## src/design/msd_pkg.sv

```systemverilog
// types, codes and constants of the swipe detector
// no dependencies
package msd_pkg;

  localparam int NUM_SLOTS_DEF = 16;
  localparam int KIND_W = 3;
  localparam int VAL_W = 32;
  localparam int THR_W = 11;
  localparam int CFG_IDX_W = 1;

  localparam logic [KIND_W-1:0] KIND_NON_AXIS = 3'd0;
  localparam logic [KIND_W-1:0] KIND_SLOT = 3'd1;
  localparam logic [KIND_W-1:0] KIND_TRACK = 3'd2;
  localparam logic [KIND_W-1:0] KIND_POS_Y = 3'd3;
  localparam logic [KIND_W-1:0] KIND_OTHER = 3'd4;

  localparam logic [CFG_IDX_W-1:0] REG_THRESHOLD = 1'd0;
  localparam logic [CFG_IDX_W-1:0] REG_DIRECTION = 1'd1;

  localparam logic [THR_W-1:0] THRESHOLD_RESET = 11'd300;
  localparam logic DIRECTION_RESET = 1'b1;

  localparam int LIFT_ID = -1;
  localparam int MIN_FINGERS = 3;
  localparam logic [1:0] SWIPE_COUNT = 2'd3;

  typedef enum logic [2:0] {
    ST_IDLE,
    ST_EXEC,
    ST_YWR,
    ST_SCAN,
    ST_SCAN_END,
    ST_DONE
  } ctrl_state_t;

  typedef struct packed {
    logic latch;
    logic exec;
    logic y_write;
    logic scan_issue;
    logic scan_end;
    logic finish;
  } dp_cmd_t;

  typedef struct packed {
    logic is_pos_y;
    logic scan_needed;
    logic last_idx;
    logic out_free;
  } dp_stat_t;

endpackage

```

## src/design/multitouch_swipe_detector.sv

```systemverilog
// top level of the three-finger swipe detector
// depends on msd_pkg, msd_ctrl, msd_dp
//
// channel   | handshake           | payload
// ----------+---------------------+------------------------------
// input     | in_valid, in_ready  | kind, event_value
// output    | out_valid, out_ready| forward, swipe_trigger
// config    | cfg_we              | cfg_index, cfg_data
//
// one word at a time: most kinds pass through exec and done, a y position
// also writes its position, and one that scans reads every slot (one slot per
// cycle through the position memory read port)
// the next word is taken once the result sits in the output register
// a stalled output holds the sequencer in its last state
// synchronous reset clears slots, counts and flags, no clearing pass
module multitouch_swipe_detector #(
  parameter int NUM_SLOTS = msd_pkg::NUM_SLOTS_DEF
) (
  input  logic                             clk,
  input  logic                             rst,
  input  logic                             in_valid,
  output logic                             in_ready,
  input  logic [msd_pkg::KIND_W-1:0]       kind,
  input  logic signed [msd_pkg::VAL_W-1:0] event_value,
  output logic                             out_valid,
  input  logic                             out_ready,
  output logic                             forward,
  output logic                             swipe_trigger,
  input  logic                             cfg_we,
  input  logic [msd_pkg::CFG_IDX_W-1:0]    cfg_index,
  input  logic [msd_pkg::THR_W-1:0]        cfg_data
);

  msd_pkg::dp_cmd_t  cmd;
  msd_pkg::dp_stat_t stat;

  msd_ctrl u_ctrl (
    .clk      (clk),
    .rst      (rst),
    .in_valid (in_valid),
    .in_ready (in_ready),
    .stat     (stat),
    .cmd      (cmd)
  );

  msd_dp #(
    .NUM_SLOTS (NUM_SLOTS)
  ) u_dp (
    .clk           (clk),
    .rst           (rst),
    .kind          (kind),
    .event_value   (event_value),
    .cfg_we        (cfg_we),
    .cfg_index     (cfg_index),
    .cfg_data      (cfg_data),
    .cmd           (cmd),
    .stat          (stat),
    .out_valid     (out_valid),
    .out_ready     (out_ready),
    .forward       (forward),
    .swipe_trigger (swipe_trigger)
  );

endmodule

```

## src/design/msd_ctrl.sv

```systemverilog
// sequencer of the swipe detector
// depends on msd_pkg
module msd_ctrl (
  input  logic              clk,
  input  logic              rst,
  input  logic              in_valid,
  output logic              in_ready,
  input  msd_pkg::dp_stat_t stat,
  output msd_pkg::dp_cmd_t  cmd
);

  msd_pkg::ctrl_state_t state, state_next;

  always_ff @(posedge clk) begin
    if (rst) begin
      state <= msd_pkg::ST_IDLE;
    end else begin
      state <= state_next;
    end
  end

  always_comb begin
    state_next = state;
    in_ready = 1'b0;
    cmd = '0;
    case (state)
      msd_pkg::ST_IDLE: begin
        in_ready = 1'b1;
        if (in_valid) begin
          cmd.latch = 1'b1;
          state_next = msd_pkg::ST_EXEC;
        end
      end
      msd_pkg::ST_EXEC: begin
        cmd.exec = 1'b1;
        state_next = stat.is_pos_y ? msd_pkg::ST_YWR : msd_pkg::ST_DONE;
      end
      msd_pkg::ST_YWR: begin
        cmd.y_write = 1'b1;
        state_next = stat.scan_needed ? msd_pkg::ST_SCAN : msd_pkg::ST_DONE;
      end
      msd_pkg::ST_SCAN: begin
        cmd.scan_issue = 1'b1;
        if (stat.last_idx) begin
          state_next = msd_pkg::ST_SCAN_END;
        end
      end
      msd_pkg::ST_SCAN_END: begin
        cmd.scan_end = 1'b1;
        state_next = msd_pkg::ST_DONE;
      end
      msd_pkg::ST_DONE: begin
        if (stat.out_free) begin
          cmd.finish = 1'b1;
          state_next = msd_pkg::ST_IDLE;
        end
      end
      default: begin
        state_next = msd_pkg::ST_IDLE;
      end
    endcase
  end

endmodule

```

## src/design/msd_dp.sv

```systemverilog
// slot state, position memories, scan counter and output register
// depends on msd_pkg
module msd_dp #(
  parameter int NUM_SLOTS = msd_pkg::NUM_SLOTS_DEF
) (
  input  logic                            clk,
  input  logic                            rst,
  input  logic [msd_pkg::KIND_W-1:0]      kind,
  input  logic signed [msd_pkg::VAL_W-1:0] event_value,
  input  logic                            cfg_we,
  input  logic [msd_pkg::CFG_IDX_W-1:0]   cfg_index,
  input  logic [msd_pkg::THR_W-1:0]       cfg_data,
  input  msd_pkg::dp_cmd_t                cmd,
  output msd_pkg::dp_stat_t               stat,
  output logic                            out_valid,
  input  logic                            out_ready,
  output logic                            forward,
  output logic                            swipe_trigger
);

  localparam int SLOT_W = $clog2(NUM_SLOTS);
  localparam int FC_W = $clog2(NUM_SLOTS + 1);

  logic [msd_pkg::THR_W-1:0] threshold;
  logic                      dir_down;

  logic [msd_pkg::KIND_W-1:0] kind_q;
  logic [msd_pkg::VAL_W-1:0]  value_q;

  logic [SLOT_W-1:0]    sel;
  logic [FC_W-1:0]      finger_count;
  logic                 triggered;
  logic [NUM_SLOTS-1:0] active;
  logic [NUM_SLOTS-1:0] y_valid;

  logic [msd_pkg::VAL_W-1:0] start_mem [NUM_SLOTS];
  logic [msd_pkg::VAL_W-1:0] cur_mem [NUM_SLOTS];
  logic [msd_pkg::VAL_W-1:0] start_q;
  logic [msd_pkg::VAL_W-1:0] cur_q;
  logic [SLOT_W-1:0]         rd_addr;

  logic [SLOT_W-1:0] idx;
  logic              tag_q;
  logic              cmp_v;
  logic [1:0]        hits;
  logic              scan_done;

  logic                      is_lift;
  logic                      start_unset;
  logic signed [msd_pkg::VAL_W:0] diff;
  logic                      hit;
  logic                      fire;
  logic                      trig_new;
  logic                      enough_fingers;

  // configuration registers
  always_ff @(posedge clk) begin
    if (rst) begin
      threshold <= msd_pkg::THRESHOLD_RESET;
      dir_down <= msd_pkg::DIRECTION_RESET;
    end else if (cfg_we) begin
      case (cfg_index)
        msd_pkg::REG_THRESHOLD: threshold <= cfg_data;
        msd_pkg::REG_DIRECTION: dir_down <= cfg_data[0];
        default: ;
      endcase
    end
  end

  // input word hold
  always_ff @(posedge clk) begin
    if (cmd.latch) begin
      kind_q <= kind;
      value_q <= event_value;
    end
  end

  assign is_lift = ($signed(value_q) == msd_pkg::LIFT_ID);
  assign enough_fingers = (finger_count >= FC_W'(msd_pkg::MIN_FINGERS));

  // slot select, press and lift
  always_ff @(posedge clk) begin
    if (rst) begin
      sel <= '0;
      finger_count <= '0;
      triggered <= 1'b0;
      active <= '0;
      y_valid <= '0;
    end else begin
      if (cmd.exec && kind_q == msd_pkg::KIND_SLOT) begin
        if (value_q[msd_pkg::VAL_W-1]) begin
          sel <= '0;
        end else if (value_q >= msd_pkg::VAL_W'(NUM_SLOTS)) begin
          sel <= SLOT_W'(NUM_SLOTS - 1);
        end else begin
          sel <= value_q[SLOT_W-1:0];
        end
      end
      if (cmd.exec && kind_q == msd_pkg::KIND_TRACK) begin
        y_valid[sel] <= 1'b0;
        if (!is_lift) begin
          active[sel] <= 1'b1;
          if (!active[sel]) begin
            finger_count <= finger_count + FC_W'(1);
          end
        end else begin
          active[sel] <= 1'b0;
          if (active[sel] && finger_count != '0) begin
            finger_count <= finger_count - FC_W'(1);
            if (finger_count == FC_W'(1)) begin
              triggered <= 1'b0;
            end
          end else if (finger_count == '0) begin
            triggered <= 1'b0;
          end
        end
      end
      if (cmd.y_write) begin
        y_valid[sel] <= 1'b1;
      end
      if (cmd.finish) begin
        triggered <= trig_new;
      end
    end
  end

  // position memories, registered read
  assign rd_addr = cmd.scan_issue ? idx : sel;
  assign start_unset = !y_valid[sel] || (start_q == '0);

  always_ff @(posedge clk) begin
    if (cmd.y_write) begin
      cur_mem[sel] <= value_q;
      if (start_unset) begin
        start_mem[sel] <= value_q;
      end
    end
    start_q <= start_mem[rd_addr];
    cur_q <= cur_mem[rd_addr];
  end

  // slot scan
  always_comb begin
    if (dir_down) begin
      diff = $signed({cur_q[msd_pkg::VAL_W-1], cur_q})
           - $signed({start_q[msd_pkg::VAL_W-1], start_q});
    end else begin
      diff = $signed({start_q[msd_pkg::VAL_W-1], start_q})
           - $signed({cur_q[msd_pkg::VAL_W-1], cur_q});
    end
    hit = tag_q && (diff > $signed({{(msd_pkg::VAL_W + 1 - msd_pkg::THR_W){1'b0}}, threshold}));
  end

  always_ff @(posedge clk) begin
    if (cmd.scan_issue) begin
      tag_q <= active[idx] & y_valid[idx];
    end
  end

  always_ff @(posedge clk) begin
    if (rst) begin
      idx <= '0;
      cmp_v <= 1'b0;
      hits <= '0;
      scan_done <= 1'b0;
    end else begin
      cmp_v <= cmd.scan_issue;
      if (cmd.latch) begin
        scan_done <= 1'b0;
      end
      if (cmd.y_write) begin
        idx <= '0;
        hits <= '0;
      end else begin
        if (cmd.scan_issue) begin
          idx <= idx + SLOT_W'(1);
        end
        if (cmp_v && hit && hits != msd_pkg::SWIPE_COUNT) begin
          hits <= hits + 2'd1;
        end
      end
      if (cmd.scan_end) begin
        scan_done <= 1'b1;
      end
    end
  end

  // result
  assign fire = scan_done && (hits == msd_pkg::SWIPE_COUNT);
  assign trig_new = triggered | fire;

  always_ff @(posedge clk) begin
    if (rst) begin
      out_valid <= 1'b0;
    end else if (cmd.finish) begin
      out_valid <= 1'b1;
    end else if (out_ready) begin
      out_valid <= 1'b0;
    end
  end

  always_ff @(posedge clk) begin
    if (cmd.finish) begin
      forward <= !(trig_new && enough_fingers);
      swipe_trigger <= fire;
    end
  end

  assign stat.is_pos_y = (kind_q == msd_pkg::KIND_POS_Y);
  assign stat.scan_needed = enough_fingers && !triggered;
  assign stat.last_idx = (idx == SLOT_W'(NUM_SLOTS - 1));
  assign stat.out_free = !out_valid || out_ready;

endmodule

```

## config.mk

```make
export PLATFORM = sky130hd
export DESIGN_NAME = multitouch_swipe_detector
export DESIGN_NICKNAME = d
export VERILOG_FILES = /design/src/design/msd_pkg.sv /design/src/design/multitouch_swipe_detector.sv /design/src/design/msd_ctrl.sv /design/src/design/msd_dp.sv
export SDC_FILE = /design/constraint.sdc
export NUM_CORES = 2
export LEC_CHECK = 0
export ABC_AREA = 1
export BUFFER_PORTS_ARGS = -buffer_cell sky130_fd_sc_hd__buf_2
export CORE_AREA = 5 5 350 352
export CTS_CLUSTER_SIZE = 40
export DETAILED_ROUTE_END_ITERATION = 16
export DIE_AREA = 0 0 355 357
export PLACE_DENSITY = 0.7
export SLEW_MARGIN = 30
export SYNTH_ARGS = -nofsm -noshare
export SYNTH_HDL_FRONTEND = slang
export SYNTH_SLANG_ARGS = --single-unit
```

## constraint.sdc

```tcl
create_clock -name clk -period 5.1 [get_ports clk]
set_clock_uncertainty 0.15 [all_clocks]
set_input_delay 0.255 -clock clk [delete_from_list [all_inputs] [get_ports clk]]
set_output_delay 0.255 -clock clk [all_outputs]
set_load 0.005 [all_outputs]
```

# Word level (Yosys, flattened, before mapping)
# Memory sizes are Yosys's and may differ from the RTL's. A register that Yosys moved wholly into a read port is not among the register bits.
# Index checks and enable logic that the tools add are counted.
# totals
rom_bits,0
regBits,104
latchBits,0
output_inout_bits,4
mem_bits_rw,1024
n_memories,2
# classes
n_reduce_logical,31
n_lt_le_gt_ge,6
eq_ne,19
n_mux,51
shift,0
bitwise_logic,8
mul,0
n_div,0
n_addsub,6
# mem_list
memory,depth,width,read_ports,rd_ports_with_merged_regs,wr,line_no,rtl
u_dp.cur_mem,16,32,1,1,1,msd_dp.sv:37,logic [msd_pkg::VAL_W-1:0] cur_mem [NUM_SLOTS];
u_dp.start_mem,16,32,1,1,1,msd_dp.sv:36,logic [msd_pkg::VAL_W-1:0] start_mem [NUM_SLOTS];
# op_table
op,n
32-bit by 32-bit subtractor with 33-bit output,2
16-bit 2-to-1 mux,4
33-bit by 12-bit greater-than comparator with 1-bit output,1
33-bit 2-to-1 mux,1
16-bit AND,2
32-bit by 1-bit == test with 1-bit output (second input constant),1
32-bit by 5-bit greater-or-equal comparator with 1-bit output (second input constant),1
32-bit zero test,1
16-bit OR,2
1-bit 2-to-1 mux,29
3-bit one-hot mux with 6 select lines,1
1-bit binary-select mux with 4-bit select,4
16-bit NOT,1
3-bit 2-to-1 mux,5
5-bit 2-to-1 mux,3
3-bit by 2-bit == test with 1-bit output (second input constant),4
4-bit 2-to-1 mux,3
1-bit logical AND,10
4-bit by 5-bit < comparator with 1-bit output (second input constant),2
2-bit inequality test (second input constant),5
2-bit nonzero test,4
3-bit by 1-bit == test with 1-bit output (second input constant),2
3-bit == test (second input constant),2
3-bit AND reduction,2
other kinds (24),29

# Logic depth before layout (Yosys ltp)
# logic_depth
word_depth,10
depth_mapped,28
mapped_depth_nobuf,27

# Modules after synthesis
# From an unflattened synthesis, not the netlist that was laid out.
# hier_totals
hier_cells,4860
area_unflattened_um2,52115.0
# by_module_without_submodules
mod,seq_area_each_um2,cells_per_inst,n_inst,area_each_um2
msd_dp,34433.0,4814,1,51834.7
msd_ctrl,60.1,46,1,280.3

# Worst setup path after synthesis
# Ideal clock, no wire load.
# synth_path
path_type,reg-to-reg
from,register u_ctrl.state[2]
to,"memory u_dp.start_mem[11][0] (netlist name), enable pin"
setup_time_ns,0.421
arrival_time_ns,4.124
path_stages_with_launch,9
path_slack_ns,0.405
period_less_slack_ns,4.695
n_path_buf,1
cell_sequence,dfxtp_1 > inv_2 > nand2_1 > nor2_1 > clkinv_1 > clkbuf_1 > nor2_1 > inv_1 > nor2_1
# synth_via
elab_chain_len,4
# synth_lines
element,line_no,rtl
start: declaration,msd_ctrl.sv:12,"msd_pkg::ctrl_state_t state, state_next;"
start signal: assignment,msd_ctrl.sv:16,state <= msd_pkg::ST_IDLE;
start signal: assignment,msd_ctrl.sv:18,state <= state_next;
3-bit by 2-bit == test with 1-bit output,msd_ctrl.sv:26,case (state)
1-bit 2-to-1 mux,msd_ctrl.sv:26,
1-bit 2-to-1 mux,msd_dp.sv:132,if (cmd.y_write) begin
1-bit 2-to-1 mux (implied by the code),msd_dp.sv:135,start_mem[sel] <= value_q;
end: declaration,msd_dp.sv:36,
# Every way passes these cells.

# Worst setup path in the final report
# layout_path
from,register u_dp.start_q[0] (netlist name) (read register of u_dp.start_mem)
to,register u_dp.hits[1]
# layout_via
elab_chain_len,6
elab_cells_between_ends,7
cone_classes,add/sub (2); order compare (1); mux (1); reduce/logical (3)
# layout_lines
element,line_no,rtl
start: declaration,msd_dp.sv:38,logic [msd_pkg::VAL_W-1:0] start_q;
"32-bit by 32-bit subtractor with 33-bit output, on equally long branches","msd_dp.sv:149, msd_dp.sv:146",
33-bit 2-to-1 mux (*),msd_dp.sv:144,if (dir_down) begin
33-bit by 12-bit greater-than comparator with 1-bit output (*),msd_dp.sv:151,"hit = tag_q && (diff > $signed({{(msd_pkg::VAL_W + 1 - msd_pkg::THR_W){1'b0}}, threshold}));"
1-bit logical AND (*),msd_dp.sv:151,
1-bit logical AND (*) (2 in series),msd_dp.sv:178,if (cmp_v && hit && hits != msd_pkg::SWIPE_COUNT) begin
end signal: assignment,msd_dp.sv:179,hits <= hits + 2'd1;
end: declaration,msd_dp.sv:45,logic [1:0] hits;
# Every way passes the cells marked *; elsewhere a longest branch is shown, timed or not.
# A chain may end at the register's enable or synchronous reset.

==> results.md <==
- Outcome: finished, final reports clean
- Port-buffer cells: 55
- Fillers: 10300
- Syn nets: 4762
- PwrDens: 377 mW/mm²
- Data required, critical path: 5.55 ns
- # Max-Cap Violations: 0
- Pins over their slew limit: 0
- Lkg Pwr: 20.2 nW
- Clk_lat worst skew: 0.73 ns
- CP Launch Point: u_dp.start_q[0]$_DFF_P_
- Simple-gate share of the synthesized area: 14.2%
- Post-layout util: 48.6%
- Final ANT Viol Nets: 0
- Largest family of logic cells by synthesized area: simple AND/OR/NAND/NOR gates
- Worst VDD drop: 0.000299 V
- Routed WL per cell: 22.4 µm
- Crit path max fanout: 4
- Worst setup SP type: register
- Yosys warning count: 0
- H-tree levels: 3
- Rows: 127
- TritonCTS clock tree: built
- Antenna violations before repair: 6
- Area of the die: 0.127 mm²
- Final setup vio count: 0
- Area of the multi-input gates: 0.0144 mm²
- Critical Path Sink Type: register
- GRT Util Overall: 21.9%
- Reg2reg start: u_dp.start_q[0]$_DFF_P_
- Final Hold Viols: 0
- Top_reg_cell synth: edfxtp_1
- Crit path DAT: 4.20 ns
- Wirelength, routed: 143000 µm
- Gpl congestion: 0.946
- Post-synthesis sequential element count: 1192
- Complex-gate fraction of the synthesized area: 11.3%
- Total core area: 0.119 mm²
- Hold path startpoint: event_value[27]
- P&R area growth vs syn: 13.9%
- Most frequent cells in the layout: edfxtp_1 (1062), nor2_1 (890), o21ai_0 (601)
- Sequential area share after synthesis: 67.9%
- Share of cells above drive strength 1: 9.16%
- RSZ-0062 raised after global routing: false
- Commonest non-fill, non-tap cell in the layout: edfxtp_1
- FF+latch area: 0.0345 mm²
- PnR Total Power: 21.8 mW
- CTS max path bufs: 3
- Async set-reset flop share out of synthesis: 0%
- Gate Count Post-Synth: 4627
- Synth Area per Inst: 11.0 µm²
- Netlist Area Pre-Place: 0.0508 mm²
- Vias per std cell: 5.65
- Post-DP HPWL: 83000 µm
- Min-delay worst type: input port to register
- Die W: 355 µm
- Initial core utilization: 42.7%
- Worst-Margin Slew: 0.935 ns
- XOR/XNOR Fraction of Synth Area: 0.190%
- Clock-pin slew on the worst setup and hold paths: 0.06 ns
- Post-Synth Adder-Cell Area: 2.07%
- Fin nets: 4882
- Vias: 36200
- Netlist cell types: 48
- Relative max-transition margin: 37.3%
- Post-synthesis mux area share: 0.0197%
- Total negative slack: 0 ns
- Clock root cell: clkbuf_16
- Vias in the first global route: 33900
- CTS Buf Count: 115
- FMAX: 267 MHz
- Post-synth EDFFs: 1062
- I/O pins: 56
- Hold_ws: 0.0792 ns
- Tcrit/Tclk final: 73.4%
- Global-route wire length before repair: 211000 µm
- CTS sink count: 1192
- Crit Path Class: register to register
- DRC violations left: 0
- Fin crit period: 3.74 ns
- Initial DRT Pass Iterations: 6
- Die height: 357 µm
- Largest net degree at the start of global routing: 138
- 1st-iter DRT viols: 4841
- Grt ovf: 0
- Post-cts resize count: 0
## final timing paths
path / to / cells past startpoint / slack [ns]
hold / removal: u_dp.value_q[27]$_DFFE_PP_ / 2 / 0.08
setup / recovery: u_dp.hits[1]$_SDFFE_PP0P_ / 27 / 1.36
hold reg to reg: u_dp.threshold[1]$_SDFFE_PP0P_ / 2 / 0.32
setup reg to reg: u_dp.hits[1]$_SDFFE_PP0P_ / 27 / 1.36
## through the flow
step,cell area (µm²),worst slack [ns],cells
after detailed placement,53500,1.41,6116
after CTS,57900,1.39,6397
final,57900,1.36,6401
after floorplan,50800,0.405,4627
after global routing,57900,1.07,6397
after global placement,53500,1.42,6116
## where the power goes
| part | total (mW) | internal (mW) | switching [mW] | leakage [nW] |
|---|---|---|---|---|
| sequential | 11.0 | 10.9 | 0.0933 | 10.6 |
| clock | 8.42 | 4.75 | 3.67 | 1.82 |
| combinational | 2.40 | 0.669 | 1.73 | 7.78 |
| total | 21.8 | 16.3 | 5.49 | 20.2 |
## cell usage after synthesis (2+ instances only)
cell type	n	area share [%]
o32ai_1	21	0.36
nor3_2	3	0.059
inv_1	302	2.2
a31oi_1	5	0.062
buf_4	6	0.089
xor2_1	7	0.12
nor2_2	19	0.23
nand2_2	14	0.17
clkinv_1	4	0.030
a22oi_1	16	0.24
nor2_1	923	6.8
o211ai_1	32	0.47
nand4_1	32	0.39
a21o_1	2	0.030
inv_2	18	0.13
o221ai_1	107	1.8
nand3_1	85	0.84
nor2_4	7	0.16
nor3_1	116	1.1
o21a_1	2	0.030
ha_1	81	2.0
dfxtp_1	130	5.1
o41ai_1	5	0.086
nand3b_1	4	0.059
nand2_1	545	4.0
fa_1	2	0.079
nor4_1	16	0.20
a21oi_1	120	1.2
buf_1	12	0.089
o21ai_0	602	5.9
edfxtp_1	1062	63
clkbuf_1	138	1.0
o21ai_1	90	0.89
nand3_2	2	0.039
o21bai_1	4	0.059
buf_2	78	0.77
xnor2_1	4	0.069
## cell families after synthesis
logic type / count (synthesis)
xor gates and xnor gates: 11
adders and majority gates: 83
DFF: 1192
muxes: 1
buffers and inverters: 559
and+or+nand+nor: 1768
AOI/OAI and AO/OA: 1013
## flip-flops by register name, summed over array words and instances (netlist names), 2 cells and up, named ones only
signal	cells
u_dp.y_valid	15
u_dp.start_mem	512
u_dp.value_q	32
u_dp.cur_q	32
u_dp.kind_q	3
u_dp.cur_mem	512
u_dp.start_q	32
u_dp.idx	4
u_dp.sel	4
u_dp.hits	2
u_dp.finger_count	5
u_ctrl.state	3
u_dp.threshold	11
## critical path, cell delays in order (launching register included)
cell and delay [ns]:
dfxtp_1 0.31, inv_1 0.16, ha_1 0.18, inv_1 0.08, fa_1 0.46, nand2_1 0.12, nand3_1 0.06, o21ai_0 0.11
xor2_1 0.17, inv_1 0.07, ha_1 0.28, nand2_1 0.09, nor2_1 0.06, nand2_1 0.06, nand2_1 0.04, o21ai_0 0.15
nand2_1 0.07, nand2_1 0.06, nand2_1 0.06, nand2_1 0.12, nand3_1 0.10, nor2_1 0.09, nand3_1 0.09, nor2_1 0.13
nand3_2 0.12, nand2_2 0.08, nand2_1 0.05, a21oi_1 0.12
## cell type report
class | instances | area share (%)
clock buffers | 151 | 5.27
clock inverters | 68 | 1.21
flip-flops and latches | 1192 | 59.6
inverters | 324 | 2.12
multi-input cells | 2876 | 24.9
repair buffers | 238 | 3.55
diodes | 4 | 0.0173
well taps | 1548 | 3.35
## layer usage
layer / part of all wire [%] / global-route usage, %
met1: 41 / 31.0
met2: 45 / 34.6
met3: 11 / 4.52
met4: 2.7 / 5.98
met5: 0.0091 / 0
## what timing repair did
item | in CTS | in global routing
buffers inserted | 0 | 0
endpoints found under the hold margin | 76 | 0
hold buffers | 62 | 0
No activity file was read; power rests on OpenSTA's default activity.
